--- src/rtl/cdt_pkg.sv ---
// ---------------------------------------------------------------------------
// cdt_pkg
// Shared types and constants of the countdown timer.
// ---------------------------------------------------------------------------
`default_nettype none

package cdt_pkg;

	localparam int unsigned MAX_DURATION_S_DEF = 359999;

	localparam int CMD_W   = 3;
	localparam int DELTA_W = 20;
	localparam int CFG_W   = 19;
	localparam int MS_W    = 29;
	localparam int HRS_W   = 7;
	localparam int MIN_W   = 6;
	localparam int SEC_W   = 6;
	localparam int PROG_W  = 17;
	localparam int TOT_S_W = 20;

	localparam logic [MS_W-1:0] W29_MAX      = '1;
	localparam logic [MS_W-1:0] DUR_RESET_MS = 29'd300000;
	localparam int unsigned     MS_PER_S     = 1000;

	// Reciprocals for the constant divisions (exact over their input ranges).
	localparam logic [30:0] RECIP_1000 = 31'd1099511628; // ceil(2^40/1000)
	localparam int          SHIFT_1000 = 40;
	localparam logic [20:0] RECIP_3600 = 21'd1193047;    // ceil(2^32/3600)
	localparam int          SHIFT_3600 = 32;
	localparam logic [12:0] RECIP_60   = 13'd4370;       // ceil(2^18/60)
	localparam int          SHIFT_60   = 18;

	// Quotient bits of the progress divider.
	localparam int PROG_QW = 17;

	typedef enum logic [1:0] {
		RS_IDLE     = 2'd0,
		RS_RUNNING  = 2'd1,
		RS_PAUSED   = 2'd2,
		RS_FINISHED = 2'd3
	} run_state_t;

	typedef enum logic [CMD_W-1:0] {
		CMD_TICK   = 3'd0,
		CMD_START  = 3'd1,
		CMD_PAUSE  = 3'd2,
		CMD_RESUME = 3'd3,
		CMD_RESET  = 3'd4,
		CMD_ADD    = 3'd5,
		CMD_ACK    = 3'd6
	} cmd_code_t;

	typedef enum logic [3:0] {
		C_IDLE,
		C_APPLY,
		C_REM,
		C_SEC,
		C_HRS,
		C_HREM,
		C_MIN,
		C_SECS,
		C_PUSH
	} ctrl_state_t;

	typedef struct packed {
		logic take;
		logic apply;
		logic rem;
		logic sec;
		logic hrs;
		logic hrem;
		logic mins;
		logic secs;
		logic load_out;
	} ctl_t;

	typedef struct packed {
		logic div_done;
		logic out_free;
	} sts_t;

endpackage

`default_nettype wire

--- src/rtl/cdt_ifs.sv ---
// ---------------------------------------------------------------------------
// cdt_ifs
// Command and result channels of the countdown timer.
// ---------------------------------------------------------------------------
`default_nettype none

interface cdt_cmd_if;
	logic                                valid;
	logic                                ready;
	logic [cdt_pkg::CMD_W-1:0]           command;
	logic signed [cdt_pkg::DELTA_W-1:0]  delta_seconds;

	modport source (output valid, command, delta_seconds, input ready);
	modport sink (input valid, command, delta_seconds, output ready);
endinterface

interface cdt_res_if;
	logic                         valid;
	logic                         ready;
	logic [1:0]                   timer_state;
	logic [cdt_pkg::MS_W-1:0]     remaining_ms;
	logic [cdt_pkg::HRS_W-1:0]    show_hours;
	logic [cdt_pkg::MIN_W-1:0]    show_minutes;
	logic [cdt_pkg::SEC_W-1:0]    show_seconds;
	logic [cdt_pkg::PROG_W-1:0]   progress_fraction;
	logic                         finished_pulse;

	modport source (output valid, timer_state, remaining_ms, show_hours, show_minutes,
		show_seconds, progress_fraction, finished_pulse, input ready);
	modport sink (input valid, timer_state, remaining_ms, show_hours, show_minutes,
		show_seconds, progress_fraction, finished_pulse, output ready);
endinterface

`default_nettype wire

--- src/rtl/cdt_prog_div.sv ---
// ---------------------------------------------------------------------------
// cdt_prog_div
// Bit-serial restoring divider: floor(elapsed * 2^16 / divisor), elapsed <= divisor.
// ---------------------------------------------------------------------------
`default_nettype none

module cdt_prog_div (
	input  wire logic                          clk,
	input  wire logic                          arst_n,
	input  wire logic                          start,
	input  wire logic [cdt_pkg::MS_W-1:0]      elapsed,
	input  wire logic [cdt_pkg::MS_W-1:0]      divisor,
	output logic                               busy,
	output logic [cdt_pkg::PROG_QW-1:0]        quot
);

	localparam int CNT_W = $clog2(cdt_pkg::PROG_QW + 1);

	logic [cdt_pkg::MS_W:0]          rem_q;
	logic [cdt_pkg::PROG_QW-1:0]     quot_q;
	logic [CNT_W-1:0]                cnt_q;
	logic                            first_q;
	logic [cdt_pkg::MS_W:0]          trial;
	logic [cdt_pkg::MS_W:0]          dvs;
	logic                            ge;

	// First step tests elapsed itself (integer quotient bit), later ones shift.
	assign trial = first_q ? rem_q : {rem_q[cdt_pkg::MS_W-1:0], 1'b0};
	assign dvs   = {1'b0, divisor};
	assign ge    = (trial >= dvs);

	always_ff @(posedge clk or negedge arst_n) begin
		if (!arst_n) begin
			cnt_q   <= '0;
			first_q <= 1'b0;
		end else if (start) begin
			cnt_q   <= CNT_W'(cdt_pkg::PROG_QW);
			first_q <= 1'b1;
		end else if (busy) begin
			cnt_q   <= cnt_q - 1'b1;
			first_q <= 1'b0;
		end
	end

	always_ff @(posedge clk) begin
		if (start) begin
			rem_q  <= {1'b0, elapsed};
			quot_q <= '0;
		end else if (busy) begin
			rem_q  <= ge ? (trial - dvs) : trial;
			quot_q <= {quot_q[cdt_pkg::PROG_QW-2:0], ge};
		end
	end

	assign busy = (cnt_q != '0);
	assign quot = quot_q;

endmodule

`default_nettype wire

--- src/rtl/cdt_datapath.sv ---
// ---------------------------------------------------------------------------
// cdt_datapath
// Timer state, config, command execution, time split, progress divider and result register.
// ---------------------------------------------------------------------------
`default_nettype none

module cdt_datapath #(
	parameter int unsigned MAX_DURATION_S = cdt_pkg::MAX_DURATION_S_DEF
) (
	input  wire logic                               clk,
	input  wire logic                               arst_n,
	input  wire logic                               cfg_wr_en,
	input  wire logic [cdt_pkg::CFG_W-1:0]          cfg_wr_data,
	input  wire logic [cdt_pkg::CMD_W-1:0]          in_command,
	input  wire logic signed [cdt_pkg::DELTA_W-1:0] in_delta,
	input  wire cdt_pkg::ctl_t                      ctl,
	output cdt_pkg::sts_t                           sts,
	input  wire logic                               out_ready,
	output logic                                    out_valid,
	output logic [1:0]                              out_state,
	output logic [cdt_pkg::MS_W-1:0]                out_rem,
	output logic [cdt_pkg::HRS_W-1:0]               out_hours,
	output logic [cdt_pkg::MIN_W-1:0]               out_minutes,
	output logic [cdt_pkg::SEC_W-1:0]               out_seconds,
	output logic [cdt_pkg::PROG_W-1:0]              out_progress,
	output logic                                    out_pulse
);

	localparam longint unsigned CAP_FULL = longint'(MAX_DURATION_S) * cdt_pkg::MS_PER_S;
	localparam logic [cdt_pkg::MS_W-1:0] CAP_MS =
		(CAP_FULL > longint'(cdt_pkg::W29_MAX)) ? cdt_pkg::W29_MAX
		: cdt_pkg::MS_W'(CAP_FULL);
	localparam logic [31:0] MAX_S = 32'(MAX_DURATION_S);
	localparam int MS_W = cdt_pkg::MS_W;

	// architectural state
	cdt_pkg::run_state_t            state_q;
	logic [MS_W-1:0]                cons_q;
	logic [MS_W-1:0]                wd_q;
	logic                           pulse_q;

	// latched command
	cdt_pkg::cmd_code_t             cmd_q;
	logic signed [cdt_pkg::DELTA_W-1:0] delta_q;

	// result computation
	logic [MS_W-1:0]                rem_q;
	logic [MS_W-1:0]                elapsed_q;
	logic [MS_W:0]                  xsec_q;
	logic [cdt_pkg::TOT_S_W-1:0]    tot_s_q;
	logic [8:0]                     hours_q;
	logic [11:0]                    rem_h_q;
	logic [cdt_pkg::MIN_W-1:0]      mins_q;
	logic [cdt_pkg::SEC_W-1:0]      secs_q;

	// command execution
	cdt_pkg::run_state_t            nxt_state;
	logic [MS_W-1:0]                nxt_cons;
	logic [MS_W-1:0]                nxt_wd;
	logic                           nxt_pulse;
	logic [MS_W-1:0]                cons_inc;
	logic [MS_W:0]                  floor_ms;
	logic signed [MS_W+1:0]         delta_ms;
	logic signed [MS_W+1:0]         want_s;
	logic signed [MS_W+1:0]         floor_s;
	logic signed [MS_W+1:0]         nd_s;
	logic [MS_W-1:0]                add_wd;

	// config
	logic [31:0]                    s_wide;
	logic [31:0]                    s_cl;
	logic [31:0]                    ms_wide;
	logic [MS_W-1:0]                cfg_ms;

	// arithmetic products, divider outputs and result valid
	logic [60:0]                    prod_sec;
	logic [40:0]                    prod_hrs;
	logic [24:0]                    prod_min;
	logic [cdt_pkg::PROG_QW-1:0]    div_quot;
	logic                           div_busy;
	logic                           out_valid_q;

	assign s_wide  = {{(32-cdt_pkg::CFG_W){1'b0}}, cfg_wr_data};
	assign s_cl    = (s_wide == '0) ? 32'd1 : ((s_wide > MAX_S) ? MAX_S : s_wide);
	assign ms_wide = s_cl * 32'(cdt_pkg::MS_PER_S);
	assign cfg_ms  = (ms_wide > {3'b0, CAP_MS}) ? CAP_MS : ms_wide[MS_W-1:0];

	assign cons_inc = (cons_q != cdt_pkg::W29_MAX) ? (cons_q + 1'b1) : cons_q;
	assign floor_ms = {1'b0, cons_q} + (MS_W+1)'(cdt_pkg::MS_PER_S);
	assign delta_ms = (MS_W+2)'(delta_q) * (MS_W+2)'(signed'(cdt_pkg::MS_PER_S));
	assign want_s   = $signed({2'b0, wd_q}) + delta_ms;
	assign floor_s  = $signed({1'b0, floor_ms});
	assign nd_s     = (want_s > floor_s) ? want_s : floor_s;
	assign add_wd   = (nd_s > $signed({2'b0, CAP_MS})) ? CAP_MS : nd_s[MS_W-1:0];

	always_comb begin
		nxt_state = state_q;
		nxt_cons  = cons_q;
		nxt_wd    = wd_q;
		nxt_pulse = 1'b0;
		case (cmd_q)
			cdt_pkg::CMD_TICK: begin
				if (state_q == cdt_pkg::RS_RUNNING) begin
					nxt_cons = cons_inc;
					if (wd_q <= cons_inc) begin
						nxt_cons  = wd_q;
						nxt_state = cdt_pkg::RS_FINISHED;
						nxt_pulse = 1'b1;
					end
				end
			end
			cdt_pkg::CMD_START: begin
				nxt_cons  = '0;
				nxt_state = cdt_pkg::RS_RUNNING;
			end
			cdt_pkg::CMD_PAUSE: begin
				if (state_q == cdt_pkg::RS_RUNNING)
					nxt_state = cdt_pkg::RS_PAUSED;
			end
			cdt_pkg::CMD_RESUME: begin
				if (state_q == cdt_pkg::RS_PAUSED)
					nxt_state = cdt_pkg::RS_RUNNING;
			end
			cdt_pkg::CMD_RESET: begin
				nxt_cons  = '0;
				nxt_state = cdt_pkg::RS_IDLE;
			end
			cdt_pkg::CMD_ADD: begin
				nxt_wd = add_wd;
				if (state_q == cdt_pkg::RS_FINISHED && add_wd > cons_q)
					nxt_state = cdt_pkg::RS_RUNNING;
			end
			cdt_pkg::CMD_ACK: begin
				if (state_q == cdt_pkg::RS_FINISHED) begin
					nxt_cons  = '0;
					nxt_state = cdt_pkg::RS_IDLE;
				end
			end
			default: ;
		endcase
	end

	always_ff @(posedge clk or negedge arst_n) begin
		if (!arst_n) begin
			state_q <= cdt_pkg::RS_IDLE;
			cons_q  <= '0;
			wd_q    <= cdt_pkg::DUR_RESET_MS;
			pulse_q <= 1'b0;
		end else if (ctl.apply) begin
			state_q <= nxt_state;
			cons_q  <= nxt_cons;
			wd_q    <= nxt_wd;
			pulse_q <= nxt_pulse;
		end else if (cfg_wr_en && cfg_ms != wd_q) begin
			wd_q <= cfg_ms;
			if (state_q == cdt_pkg::RS_IDLE || state_q == cdt_pkg::RS_FINISHED) begin
				state_q <= cdt_pkg::RS_IDLE;
				cons_q  <= '0;
			end
		end
	end

	assign prod_sec = 61'(xsec_q) * 61'(cdt_pkg::RECIP_1000);
	assign prod_hrs = 41'(tot_s_q) * 41'(cdt_pkg::RECIP_3600);
	assign prod_min = 25'(rem_h_q) * 25'(cdt_pkg::RECIP_60);

	always_ff @(posedge clk) begin
		if (ctl.take) begin
			cmd_q   <= cdt_pkg::cmd_code_t'(in_command);
			delta_q <= in_delta;
		end
		if (ctl.rem) begin
			rem_q     <= (wd_q > cons_q) ? (wd_q - cons_q) : '0;
			elapsed_q <= (wd_q > cons_q) ? cons_q : wd_q;
			xsec_q    <= (wd_q > cons_q) ? ({1'b0, wd_q - cons_q} + (MS_W+1)'(999)) : '0;
		end
		if (ctl.sec)
			tot_s_q <= prod_sec[cdt_pkg::SHIFT_1000 +: cdt_pkg::TOT_S_W];
		if (ctl.hrs)
			hours_q <= prod_hrs[cdt_pkg::SHIFT_3600 +: 9];
		if (ctl.hrem)
			rem_h_q <= 12'(tot_s_q - 20'(hours_q) * 20'd3600);
		if (ctl.mins)
			mins_q <= prod_min[cdt_pkg::SHIFT_60 +: cdt_pkg::MIN_W];
		if (ctl.secs)
			secs_q <= cdt_pkg::SEC_W'(rem_h_q - 12'(mins_q) * 12'd60);
	end

	cdt_prog_div u_div (
		.clk     (clk),
		.arst_n  (arst_n),
		.start   (ctl.sec),
		.elapsed (elapsed_q),
		.divisor (wd_q),
		.busy    (div_busy),
		.quot    (div_quot)
	);

	// result register
	always_ff @(posedge clk or negedge arst_n) begin
		if (!arst_n)
			out_valid_q <= 1'b0;
		else if (ctl.load_out)
			out_valid_q <= 1'b1;
		else if (out_ready)
			out_valid_q <= 1'b0;
	end

	always_ff @(posedge clk) begin
		if (ctl.load_out) begin
			out_state    <= state_q;
			out_rem      <= rem_q;
			out_hours    <= (hours_q > 9'd127) ? 7'd127 : hours_q[cdt_pkg::HRS_W-1:0];
			out_minutes  <= mins_q;
			out_seconds  <= secs_q;
			out_progress <= (wd_q == '0) ? '0 : div_quot;
			out_pulse    <= pulse_q;
		end
	end

	assign out_valid    = out_valid_q;
	assign sts.div_done = ~div_busy;
	assign sts.out_free = ~out_valid_q | out_ready;

endmodule

`default_nettype wire

--- src/rtl/cdt_ctrl.sv ---
// ---------------------------------------------------------------------------
// cdt_ctrl
// Sequencer: takes one command, steps the datapath, hands off the result.
// ---------------------------------------------------------------------------
`default_nettype none

module cdt_ctrl (
	input  wire logic          clk,
	input  wire logic          arst_n,
	input  wire logic          in_valid,
	output logic               in_ready,
	input  wire cdt_pkg::sts_t sts,
	output cdt_pkg::ctl_t      ctl
);

	cdt_pkg::ctrl_state_t state_q;
	cdt_pkg::ctrl_state_t state_d;

	always_ff @(posedge clk or negedge arst_n) begin
		if (!arst_n)
			state_q <= cdt_pkg::C_IDLE;
		else
			state_q <= state_d;
	end

	always_comb begin
		state_d  = state_q;
		ctl      = '0;
		in_ready = 1'b0;
		case (state_q)
			cdt_pkg::C_IDLE: begin
				in_ready = 1'b1;
				if (in_valid) begin
					ctl.take = 1'b1;
					state_d  = cdt_pkg::C_APPLY;
				end
			end
			cdt_pkg::C_APPLY: begin
				ctl.apply = 1'b1;
				state_d   = cdt_pkg::C_REM;
			end
			cdt_pkg::C_REM: begin
				ctl.rem = 1'b1;
				state_d = cdt_pkg::C_SEC;
			end
			cdt_pkg::C_SEC: begin
				ctl.sec = 1'b1;
				state_d = cdt_pkg::C_HRS;
			end
			cdt_pkg::C_HRS: begin
				ctl.hrs = 1'b1;
				state_d = cdt_pkg::C_HREM;
			end
			cdt_pkg::C_HREM: begin
				ctl.hrem = 1'b1;
				state_d  = cdt_pkg::C_MIN;
			end
			cdt_pkg::C_MIN: begin
				ctl.mins = 1'b1;
				state_d  = cdt_pkg::C_SECS;
			end
			cdt_pkg::C_SECS: begin
				ctl.secs = 1'b1;
				state_d  = cdt_pkg::C_PUSH;
			end
			cdt_pkg::C_PUSH: begin
				// wait for the divider and a free result register
				if (sts.div_done && sts.out_free) begin
					ctl.load_out = 1'b1;
					state_d      = cdt_pkg::C_IDLE;
				end
			end
			default: state_d = cdt_pkg::C_IDLE;
		endcase
	end

endmodule

`default_nettype wire

--- src/rtl/countdown_timer_pause_extend_core.sv ---
// ---------------------------------------------------------------------------
// countdown_timer_pause_extend_core
// Millisecond countdown timer with pause, resume and extend.
//
// Usage:
//   cmd  - command channel (valid/ready). Each transfer is one command:
//          1 ms tick, start, pause, resume, reset, add seconds, acknowledge.
//   res  - result channel (valid/ready). Exactly one transfer per command,
//          showing state, remaining ms, rounded-up h:m:s, progress (16 frac
//          bits) and a finish flag on the tick that ends the countdown.
//   cfg_wr_en / cfg_wr_data - duration in seconds; write only with no
//          command in flight.
// Sequence: after a command is taken, the controller applies it, registers the
//   remaining time, starts the divider and splits h:m:s during its 17 steps,
//   then loads the result register once the divider is done and the register
//   is free; the next command is accepted only after that load.
// Stall: the next command is accepted while a result still waits in the
//   result register; a second result waits until that one is taken.
// Reset: arst_n puts the timer idle with a 300 s duration; no clearing pass.
// ---------------------------------------------------------------------------
`default_nettype none

module countdown_timer_pause_extend_core #(
	parameter int unsigned MAX_DURATION_S = cdt_pkg::MAX_DURATION_S_DEF
) (
	input  wire logic                       clk,
	input  wire logic                       arst_n,
	input  wire logic                       cfg_wr_en,
	input  wire logic [cdt_pkg::CFG_W-1:0]  cfg_wr_data,
	cdt_cmd_if.sink                         cmd,
	cdt_res_if.source                       res
);

	// controller <-> datapath
	cdt_pkg::ctl_t ctl;
	cdt_pkg::sts_t sts;

	cdt_ctrl u_ctrl (
		.clk      (clk),
		.arst_n   (arst_n),
		.in_valid (cmd.valid),
		.in_ready (cmd.ready),
		.sts      (sts),
		.ctl      (ctl)
	);

	// Datapath holds the timer state and the result register; the duration
	// cap follows from MAX_DURATION_S.
	cdt_datapath #(
		.MAX_DURATION_S (MAX_DURATION_S)
	) u_dp (
		.clk          (clk),
		.arst_n       (arst_n),
		.cfg_wr_en    (cfg_wr_en),
		.cfg_wr_data  (cfg_wr_data),
		.in_command   (cmd.command),
		.in_delta     (cmd.delta_seconds),
		.ctl          (ctl),
		.sts          (sts),
		.out_ready    (res.ready),
		.out_valid    (res.valid),
		.out_state    (res.timer_state),
		.out_rem      (res.remaining_ms),
		.out_hours    (res.show_hours),
		.out_minutes  (res.show_minutes),
		.out_seconds  (res.show_seconds),
		.out_progress (res.progress_fraction),
		.out_pulse    (res.finished_pulse)
	);

endmodule

`default_nettype wire

--- src/flat_wrapper.sv ---
// flat-port wrapper written by rule: the top's interface ports become plain ports
module countdown_timer_pause_extend_core_flat 
#(
	parameter int unsigned MAX_DURATION_S = cdt_pkg::MAX_DURATION_S_DEF
)
  (clk, arst_n, cfg_wr_en, cfg_wr_data, cmd_valid, cmd_command, cmd_delta_seconds, cmd_ready, res_valid, res_timer_state, res_remaining_ms, res_show_hours, res_show_minutes, res_show_seconds, res_progress_fraction, res_finished_pulse, res_ready);
  cdt_cmd_if cmd_i ();
  cdt_res_if res_i ();
  input  wire logic clk;
  input  wire logic arst_n;
  input  wire logic cfg_wr_en;
  input  wire logic [cdt_pkg::CFG_W-1:0] cfg_wr_data;
  input wire logic [$bits(cmd_i.valid)-1:0] cmd_valid;
  input wire logic [$bits(cmd_i.command)-1:0] cmd_command;
  input wire logic [$bits(cmd_i.delta_seconds)-1:0] cmd_delta_seconds;
  output wire logic [$bits(cmd_i.ready)-1:0] cmd_ready;
  output wire logic [$bits(res_i.valid)-1:0] res_valid;
  output wire logic [$bits(res_i.timer_state)-1:0] res_timer_state;
  output wire logic [$bits(res_i.remaining_ms)-1:0] res_remaining_ms;
  output wire logic [$bits(res_i.show_hours)-1:0] res_show_hours;
  output wire logic [$bits(res_i.show_minutes)-1:0] res_show_minutes;
  output wire logic [$bits(res_i.show_seconds)-1:0] res_show_seconds;
  output wire logic [$bits(res_i.progress_fraction)-1:0] res_progress_fraction;
  output wire logic [$bits(res_i.finished_pulse)-1:0] res_finished_pulse;
  input wire logic [$bits(res_i.ready)-1:0] res_ready;
  assign cmd_i.valid = cmd_valid;
  assign cmd_i.command = cmd_command;
  assign cmd_i.delta_seconds = cmd_delta_seconds;
  assign cmd_ready = cmd_i.ready;
  assign res_valid = res_i.valid;
  assign res_timer_state = res_i.timer_state;
  assign res_remaining_ms = res_i.remaining_ms;
  assign res_show_hours = res_i.show_hours;
  assign res_show_minutes = res_i.show_minutes;
  assign res_show_seconds = res_i.show_seconds;
  assign res_progress_fraction = res_i.progress_fraction;
  assign res_finished_pulse = res_i.finished_pulse;
  assign res_i.ready = res_ready;
  countdown_timer_pause_extend_core #(.MAX_DURATION_S(MAX_DURATION_S)) u_core (.clk(clk), .arst_n(arst_n), .cfg_wr_en(cfg_wr_en), .cfg_wr_data(cfg_wr_data), .cmd(cmd_i), .res(res_i));
endmodule
--- config.mk ---
export PLATFORM = sky130hd
export DESIGN_NAME = countdown_timer_pause_extend_core_flat
export DESIGN_NICKNAME = d
export VERILOG_FILES = /design/src/rtl/cdt_pkg.sv /design/src/rtl/cdt_ifs.sv /design/src/rtl/cdt_prog_div.sv /design/src/rtl/cdt_datapath.sv /design/src/rtl/cdt_ctrl.sv /design/src/rtl/countdown_timer_pause_extend_core.sv /design/src/flat_wrapper.sv
export SDC_FILE = /design/constraint.sdc
export NUM_CORES = 2
export LEC_CHECK = 0
export BUFFER_PORTS_ARGS = -buffer_cell sky130_fd_sc_hd__buf_2
export CORE_UTILIZATION = 25
export DETAILED_ROUTE_END_ITERATION = 6
export PLACE_DENSITY = 0.39
export SKIP_CTS_REPAIR_TIMING = 1
export SLEW_MARGIN = 20
export SYNTH_ARGS = -nofsm -noshare
export SYNTH_HDL_FRONTEND = slang
export SYNTH_SLANG_ARGS = --single-unit
--- constraint.sdc ---
create_clock -name clk -period 14.7 [get_ports clk]
set_input_delay 2.94 -clock clk [delete_from_list [all_inputs] [get_ports clk]]
set_output_delay 2.94 -clock clk [all_outputs]
set_load 0.05 [all_outputs]
==> metrics.cfg <==
[synthesis]
synth_area_leaders = ha_1, fa_1, edfxtp_1, inv_1, dfrtp_1
ys_warn_count = 0
synth-compound-area-share = 0.1085
yosys.area.top_type = ha_1
syn_inst = 5245
ys_seq_elements = 351
ys.flop_type = edfxtp_1
yosysMostFrequentCell = inv_1
synth_fa_ha_area_frac = 0.4526
synth_edf_count = 261
synth_nets = 6822
syn-cell-area_sq_um = 51450
avgSynthCellArea_sq_um = 9.810
synth_cell_types = 103
synth_top_family_by_area = adder cells
synth_top_area_frac = 0.2378
synth-async-reset-ratio = 0.2051
muxShareOfSynthArea = 0.01588
ys_seq_area_frac = 0.1945
synth-xor-area-share = 0.04236
yosys.area_share.simple = 0.09890
synthTopCellsByCount = inv_1, ha_1, fa_1

[floorplan]
coreArea_sq_um = 204600
start_util = 0.2515
dieArea_sq_um = 207600
io_pins = 117
die-height_microns = 455.7
die_w_microns = 455.7
rows = 166

[sta]
tightest_slew_ns = 1.168
fin_setup_tns_ns = 0
fmax_mhz = 79.02
slew_violations = 0
rsz0062_at_grt = false
slew_headroom = 0.2139
hold_viol = 0
period_share = 0.8609
finalClockSkew_ns = 0.06286
setup-violations-final = 0
period_needed_ns = 12.66

[clocking]
cts.sinks = 351
insertion_delay_ns = 0.70
clock_path_buffers = 3
cts.clk_slew.worst_paths_ns = 0.07
numCtsBuffers = 51
clock-root-buffer = clkbuf_16
ctsHtreeMaxLevel = 2
cts_tree = yes

[finish]
layout-area-overhead-vs-synth_pct = 11.36
multiInputGateArea_sq_um = 37040
fillCellCount = 21640
diodes = 0
nets = 6942
drive_gt1_frac = 0.07065
post-route-util = 0.2801
stdcell_count = 8095
seqCellArea_sq_um = 10010

[routing]
drc = 0
ant_nets = 0
first_iter_violations = 1741
num_vias = 36570
routed_wl_microns = 153900
wire_per_inst_microns = 19.02
vias_per_cell = 4.518
drt_first_pass_iters = 7

[setup_path]
cp.required_ns = 15.29
cp_top_family = compound AO/OA/AOI/OAI gates
worst_r2r_endpoint = u_core.u_dp.state_q[1]
reg2regPathDepth = 46
worstPathArrival_ns = 13.25
critical_path_class = reg2reg
critPathMaxFanout = 54
cp-end-kind = flip-flop
crit_top_cell = nand2_1
start_kind = flip-flop
slowest_delay_ns = 0.81
crit_slowest_cell = o21ai_2
crit_buf_inv = 4
r2r_start = u_core.u_dp.delta_q[4]
reg2reg_slack_ns = 2.04

[outcome]
outcome = completed

[global_routing]
antenna_found_initial = 2
grt_pass1_wl_microns = 236900
grt_usage = 0.1484
grt_pass1_vias = 38920
overflow = 0
grt_max_degree = 63

[placed_design]
gp_congestion = 0.8878
port_buffers = 116
hpwl_microns = 126700
place_inst = 8000

[hold_path]
hp-class = reg2reg
hp-start = u_core.u_dp.rem_q[26]
whs_path_depth = 0
min_to = u_core.u_dp.out_rem[26]

[run]
maxCapViolations = 0

==> sequential cells by signal, indices dropped and copies added, names as in the netlist, 5 cells and up <==
name,count
u_core.u_dp.cons_q,29
u_core.u_dp.delta_q,20
u_core.u_dp.elapsed_q,29
u_core.u_dp.hours_q,9
u_core.u_dp.mins_q,6
u_core.u_dp.out_hours,7
u_core.u_dp.out_minutes,6
u_core.u_dp.out_progress,17
u_core.u_dp.out_rem,29
u_core.u_dp.out_seconds,6
u_core.u_dp.rem_h_q,12
u_core.u_dp.rem_q,29
u_core.u_dp.secs_q,6
u_core.u_dp.tot_s_q,20
u_core.u_dp.u_div.cnt_q,5
u_core.u_dp.u_div.quot,17
u_core.u_dp.u_div.rem_q,30
u_core.u_dp.wd_q,29
u_core.u_dp.xsec_q,30
==> placed cells by master (no fill, tap or decap), drive strengths merged, types with 66 or more instances in the layout <==
cell,count
nor3,73
xor2,69
edfxtp,261
inv,1080
ha,978
nor2b,81
nand2,233
o21ai,181
xnor2,179
buf,167
fa,552
a21o,125
nor2,283
nand3,71
clkbuf,66
a21oi,228
==> metal layers <==
layer	vias up	global-route usage	part of all wire
li1	17900	-	-
met1	18020	0.1877	0.45
met2	485	0.2651	0.50
met3	170	0.01506	0.026
met4	2	0.04256	0.030
met5	-	0	0.000091
==> cell families (layout without fill, tap and decap cells) <==
group	after synthesis	after routing
simple gates	1026	1026
mux	76	76
xor+xnor	248	248
buf+inv	1173	1335
compound gates	841	841
fa+ha+maj	1530	1530
flops	351	351
==> worst register-to-register path, delay by kind of cell (launching register included) <==
| kind | cells | cell delay, ns |
|---|---|---|
| AOI/OAI and AO/OA | 17 | 4.80 |
| adders and majority gates | 8 | 3.40 |
| and+or+nand+nor | 13 | 2.53 |
| muxes | 2 | 0.62 |
| xor gates and xnor gates | 2 | 0.47 |
| DFF | 1 | 0.45 |
| buffers and inverters | 4 | 0.30 |
==> stage by stage <==
| step | area [sq um] | hold slack (ns) | setup slack (ns) |
|---|---|---|---|
| 6_report | 57300 | 0.4142 | 2.045 |
| 5_1_grt | 57300 | 0.4199 | 1.241 |
| 4_1_cts | 57290 | 0.4151 | 2.074 |
| 3_5_place_dp | 55400 | 0.4045 | 2.112 |
| 3_3_place_gp | 55400 | 0.4070 | 2.400 |
| 2_1_floorplan | 51450 | 0.4003 | 3.951 |
==> area by class of cell <==
class / instances / share of cell area
Inverter: 1073 / 0.07029
Clock inverter: 29 / 0.007840
Tap cell: 2688 / 0.05870
Multi-Input combinational cell: 3721 / 0.6464
Timing Repair Buffer: 167 / 0.01686
Clock buffer: 66 / 0.02522
Sequential cell: 351 / 0.1747
==> how the worst max path moves through the flow <==
| stage | startpoint | endpoint | slack (ns) | depth (start not counted) |
|---|---|---|---|---|
| floorplan | u_core.u_dp.delta_q[5] | u_core.u_dp.state_q[1] | 3.95 | 52 |
| global placement | u_core.u_dp.delta_q[4] | u_core.u_dp.state_q[0] | 2.40 | 51 |
| detailed placement | u_core.u_dp.delta_q[4] | u_core.u_dp.state_q[1] | 2.11 | 46 |
| CTS | u_core.u_dp.delta_q[4] | u_core.u_dp.state_q[1] | 2.07 | 46 |
| global route | u_core.u_dp.delta_q[5] | u_core.u_dp.state_q[1] | 1.24 | 51 |
| finish | u_core.u_dp.delta_q[4] | u_core.u_dp.state_q[1] | 2.04 | 46 |
Power is left out: the tool's default activity adds up to more than one toggle a clock period on the data nets, which glitch-free logic cannot reach.
